$ cat src/rtl/core/wrcm_front.sv
// input side: bin counting per line, bank selection and a two-entry line queue
// depends on wrcm_pkg only through the instantiating top level
`timescale 1ns / 1ps

module wrcm_front #(
	parameter int MAX_BINS = 1024
) (
	input  logic clk,
	input  logic arst_n,
	input  logic in_valid,
	output logic in_ready,
	input  logic [7:0] bin_value,
	input  logic last_bin,
	input  logic back_busy,
	input  logic pop,
	output logic q_valid,
	output logic q_bank,
	output logic [$clog2(MAX_BINS+1)-1:0] q_n,
	output logic mem_we,
	output logic [$clog2(MAX_BINS):0] mem_waddr,
	output logic [7:0] mem_wdata
);

	localparam int AW = $clog2(MAX_BINS);
	localparam int NW = $clog2(MAX_BINS + 1);

	logic [NW-1:0] cnt_q;
	logic fbank_q;
	logic ent_bank_q [2];
	logic [NW-1:0] ent_n_q [2];
	logic wptr_q;
	logic rptr_q;
	logic [1:0] qcnt_q;

	logic accept;
	logic push;
	logic room;
	logic [NW-1:0] n_push;

	// a bank is free while fewer than two lines are queued or in work
	assign in_ready = ({1'b0, qcnt_q} + {2'b00, back_busy}) < 3'd2;
	assign accept = in_valid && in_ready;
	assign push = accept && last_bin;
	assign room = cnt_q < NW'(MAX_BINS);
	assign n_push = room ? cnt_q + NW'(1) : cnt_q;

	assign mem_we = accept && room;
	assign mem_waddr = {fbank_q, cnt_q[AW-1:0]};
	assign mem_wdata = bin_value;

	assign q_valid = qcnt_q != 2'd0;
	assign q_bank = ent_bank_q[rptr_q];
	assign q_n = ent_n_q[rptr_q];

	always_ff @(posedge clk or negedge arst_n) begin
		if (!arst_n) begin
			cnt_q <= '0;
			fbank_q <= 1'b0;
			wptr_q <= 1'b0;
			rptr_q <= 1'b0;
			qcnt_q <= 2'd0;
			ent_bank_q[0] <= 1'b0;
			ent_bank_q[1] <= 1'b0;
			ent_n_q[0] <= '0;
			ent_n_q[1] <= '0;
		end else begin
			if (accept) begin
				if (push) begin
					cnt_q <= '0;
				end else if (room) begin
					cnt_q <= cnt_q + NW'(1);
				end
			end
			if (push) begin
				ent_bank_q[wptr_q] <= fbank_q;
				ent_n_q[wptr_q] <= n_push;
				wptr_q <= ~wptr_q;
				fbank_q <= ~fbank_q;
			end
			if (pop) begin
				rptr_q <= ~rptr_q;
			end
			if (push && !pop) begin
				qcnt_q <= qcnt_q + 2'd1;
			end else if (pop && !push) begin
				qcnt_q <= qcnt_q - 2'd1;
			end
		end
	end

endmodule

$ cat config.mk
export PLATFORM = sky130hd
export DESIGN_NAME = wrcm_front
export DESIGN_NICKNAME = d
export VERILOG_FILES = /design/src/rtl/core/wrcm_front.sv
export SDC_FILE = /design/constraint.sdc
export NUM_CORES = 1
export LEC_CHECK = 0
export ABC_AREA = 0
export BUFFER_PORTS_ARGS = -buffer_cell sky130_fd_sc_hd__buf_2
export CAP_MARGIN = 20
export CELL_PAD_IN_SITES_DETAIL_PLACEMENT = 1
export CELL_PAD_IN_SITES_GLOBAL_PLACEMENT = 1
export CORE_MARGIN = 8
export CORE_UTILIZATION = 47
export CTS_BUF_LIST = sky130_fd_sc_hd__clkbuf_8
export CTS_CLUSTER_DIAMETER = 50
export CTS_CLUSTER_SIZE = 25
export DETAILED_ROUTE_END_ITERATION = 12
export PLACE_DENSITY = 0.85
export SLEW_MARGIN = 5
export SYNTH_ARGS = -nofsm -noshare
export SYNTH_HDL_FRONTEND = slang
export SYNTH_SLANG_ARGS = --single-unit
export TNS_END_PERCENT = 30
$ cat constraint.sdc
create_clock -name clk -period 2.54 [get_ports clk]
set_input_delay 0.381 -clock clk [delete_from_list [all_inputs] [get_ports clk]]
set_output_delay 0.381 -clock clk [all_outputs]
set_load 0.005 [all_outputs]
-- Word-level counts from Yosys, hierarchy flattened
Index checks and enable logic that the tools add are counted.
- register bits: 40
- word-level logic and storage cells: 49
- output and inout bits: 34
- add/subtract/negate cells: 4
- mux-type cells: 16
- order comparisons: 5
- bitwise gates (word level): 5
- reduce and logical (&&, ||, !) cells: 10
- operator list (kind ; number):
    $mux 11 ; 6
    $bwmux 22 ; 1
    $add 11x1->11 const B ; 1
    $demux 11 s1 ; 1
    $lt 11x11->1 const B ; 1
    $logic_and 1x1->1 ; 6
    $ge 2x2->1 const B ; 2
    $mux 1 ; 4
    $mux 2 ; 2
    $not 1->2 ; 2
    $reduce_bool 2->1 ; 2
    $add 2x1->3 ; 1
    $lt 3x2->1 const B ; 1
    $not 1->1 ; 3
    $add 2x1->2 const B ; 1
    $bwmux 2 ; 1
    $logic_not 1->1 ; 2
    $lt 2x1->1 const B ; 1
    $sub 2x1->2 const B ; 1
    $demux 1 s1 ; 1

-- Logic depth before layout (Yosys ltp)
- depth after elaboration: 8
- mapped depth: 9
- depth with buffers taken out: 8

-- Least setup slack after synthesis
No wires, ideal clock.
- path kind: reg2reg
- start: register qcnt_q[0]
- end: register ent_n_q[13] (netlist bit)
- required time: 2.415 ns
- cell stages (with the launch flop): 6
- arrival: 1.527 ns
- setup slack: 0.888 ns
- path through: dfrtp_1 > and2_4 > buf_6 > nor4b_4 > buf_6 > mux2_2
- cells in the longest elaborated chain, start to end: 4
- ends and longest elaborated chain (element ; RTL line ; source):
    start: declaration ; 33 ; logic [1:0] qcnt_q;
    start signal: assignment ; 84 ; qcnt_q <= qcnt_q + 2'd1;
    start signal: assignment ; 86 ; qcnt_q <= qcnt_q - 2'd1;
    $add 2x1->3 ; 41 ; assign in_ready = ({1'b0, qcnt_q} + {2'b00, back_busy}) < 3'd2;
    $lt 3x2->1 ; 41 ;
    $logic_and 1x1->1 ; 42 ; assign accept = in_valid && in_ready;
    $logic_and 1x1->1 ; 43 ; assign push = accept && last_bin;
    end signal: indexed assignment ; 76 ; ent_n_q[wptr_q] <= n_push;
    end: declaration ; 30 ; logic [NW-1:0] ent_n_q [2];
No other way between the ends.
A chain may end at the register's enable or synchronous reset.

-- Worst setup path in the final report
- start: register qcnt_q[1]
- end: output port mem_we
- cells in the longest elaborated chain, start to end: 4
- ends and longest elaborated chain (element ; RTL line ; source):
    $add 2x1->3 ; 41 ;
    $lt 3x2->1 ; 41 ;
    $logic_and 1x1->1 ; 42 ;
    $logic_and 1x1->1 ; 47 ; assign mem_we = accept && room;
    end: declaration ; 19 ; output logic mem_we,
No other way between the ends.

==> results.json <==
{
  "drtPass1Iterations": 4,
  "crit_path_cell_trace": "nand2b_1, or2_1, nor2_1, buf_2",
  "die_height_um": 84.1,
  "end_kind": "output port",
  "worst_slack_ps": 414,
  "post_cts_resized": 0,
  "cts_buffer_depth": 2,
  "finalMaxSlewViolations": 0,
  "synth_warnings": 0,
  "clk_root_buffer_cell": "clkbuf_8",
  "synth_nets": 204,
  "post-cts-setup-buffers": 0,
  "synth.ff_latch_count": 40,
  "startpoint_type": "flip-flop",
  "pwr_density_cell_nw_per_um2": 1080,
  "area_growth_pct": 6.32,
  "postSynthAreaPerCell_um2": 11.6,
  "fp.dieW_um": 84.1,
  "netlist_instances": 188,
  "power.leakage_nw": 1.08,
  "hold_class": "input pin to asynchronous set/reset pin",
  "path_max_fanout": 12,
  "unique_cell_type_count_in_the_yosys_netlist": 38,
  "min_period_ps": 2130,
  "first_global_vias": 1517,
  "place_worst_setup_slack_ps": 625,
  "cts_inserted_buffers": 5,
  "drc_errors": 0,
  "tritoncts_num_sinks": 40,
  "peakVddDrop_mv": 0.532,
  "cts_max_level": 2,
  "worstPathRequired_ps": 2160,
  "grt-ovfl-total": 0,
  "totalNegativeSetupSlack_ps": 0,
  "worst_clock_skew_ps": 4.14,
  "synth_sequential_area_ratio_pct": 46.0,
  "synth_area_um2": 2180,
  "worst-setup-path-type": "flip-flop to output port",
  "max_freq_ghz": 0.470,
  "timing.final.setup_violations": 0,
  "wl_per_cell_um": 18.6,
  "io_buffer_count": 31,
  "cap_viol_max_count": 0,
  "most-common-layout-cells": "40 x dfrtp_1, 35 x mux2_2, 31 x buf_2",
  "initial_antenna_violation_count": 0,
  "design.core.area_um2": 4410,
  "report.power.total_w": 0.00251,
  "detailedRoute.firstIterationViolations": 59,
  "grt_util_all_layers_pct": 13.4,
  "detail_route.vias_per_cell": 5.55,
  "finalWirelength_um": 4690,
  "worst-endpoint-arrival_ps": 1740,
  "tritoncts_clock_tree": "yes",
  "dpl.hpwl_um": 3330,
  "clk_latency_ps": 300,
  "tightest_slew_ps": 900,
  "gpl.final_weighted_congestion": 0.780,
  "global_route_wire_length_before_repair_um": 7620,
  "dr_total_vias": 1399,
  "post-route-period-util_pct": 83.7,
  "row_count": 24,
  "die_area_um2": 7070,
  "layout_commonest_cell": "dfrtp_1",
  "timing.critical_path.slowest_stage_cell": "or2_1",
  "finalHoldViolations": 0,
  "outcome": "completed",
  "detail-route-antenna-nets": 0,
  "rsz0062_at_grt": "false",
  "postCtsHoldBufs": 0,
  "final_net_count": 215,
  "grt_max_degree": 41,
  "n_antenna_cell": 0,
  "initial_core_util_pct": 49.3,
  "cts.clk_slew.worst_paths_ps": 80,
  "boundaryPins": 48,
  "slew-limit-headroom_pct": 40.0,
  "drive_gt1_share_pct": 41.0,
  "critical-path-max-stage-delay_ps": 460
}
## Yosys cell counts, drive strengths merged
master,n,area (um2)
nand2,10,37.5
nor4,3,18.8
and3,1,6.26
a32o,1,10.0
nand4,1,6.26
a41oi,1,8.76
and2,1,8.76
nand4b,1,8.76
xnor2,8,70.1
a221o,2,20.0
ha,2,25.0
nand2b,1,6.26
and4,2,17.5
xor2,7,61.3
mux2i,2,20.0
a31oi,1,6.26
or4,1,11.3
or2,2,12.5
nand3,2,10.0
buf,26,198
nor2b,3,18.8
o211ai,1,12.5
nor2,9,33.8
clkbuf,3,11.3
nor4b,1,23.8
dfrtp,40,1000
inv,3,11.3
a21oi,4,20.0
o21ai,6,30.0
and4b,1,10.0
mux2,35,394
a22o,2,17.5
nor3,5,30.0
## state kept, by name (all words and copies together), names as in the netlist
| name | flops |
|---|---|
| wptr_q | 1 |
| ent_bank_q | 2 |
| cnt_q | 11 |
| qcnt_q | 2 |
| fbank_q | 1 |
| ent_n_q | 22 |
| rptr_q | 1 |
## cell families (layout without fill, tap and decap cells)
logic type,count (synthesis),after routing,share of synthesized area [%]
fa+ha+maj,2,2,1.15
simple gates,44,44,12.0
xor+xnor,15,15,6.03
flops,40,40,46.0
buf+inv,32,44,10.1
mux,37,37,19.0
compound gates,18,18,5.75
## final timing paths
kind | slack [ps] | depth (start not counted) | start | to
worst max-delay path | 410 | 4 | qcnt_q[1] | mem_we
worst min-delay path | 200 | 1 | arst_n | cnt_q[6]
worst max register to register | 610 | 8 | qcnt_q[1] | qcnt_q[1]
worst min register to register | 510 | 1 | ent_n_q[12] | ent_n_q[12]
max in group asynchronous | 1770 | 1 | arst_n | qcnt_q[0]
min in group clk | 290 | 2 | pop | rptr_q
## layout make-up
type,count,area [um2]
Fill cell,475,2100
Sequential cell,40,1000
Multi-Input combinational cell,116,956
Timing Repair Buffer,33,170
Clock buffer,5,68.8
Tap cell,52,65.1
Clock inverter,3,42.5
Inverter,3,11.3
## critical path, delay by kind of cell, from the launching register on
family        cells  cell delay [ps]
simple gates      3              910
flops             1              410
buf+inv           1              120
## per-stage QoR
stage | utilization [%] | area (um2) | hold WS [ps] | cells
after floorplan | - | 2180 | 85.4 | 188
after global placement | 49.9 | 2200 | 482 | 244
final | 52.4 | 2310 | 199 | 252
after global routing | 52.4 | 2310 | 269 | 252
after CTS | 52.4 | 2310 | 228 | 252
after detailed placement | 49.9 | 2200 | 493 | 244
## metal layers
metal | wire [um] | track usage, %
met5 | 0 | 0
met3 | 244 | 5.27
met1 | 2150 | 16.5
met4 | 21 | 2.98
met2 | 2270 | 21.2
## power by group
group | switching (W) | internal [W]
logic | 0.000373 | 0.000498
registers | 0.000246 | 0.000863
clock network | 0.000237 | 0.000291
Note: power is estimated with default switching activity, not from simulation.
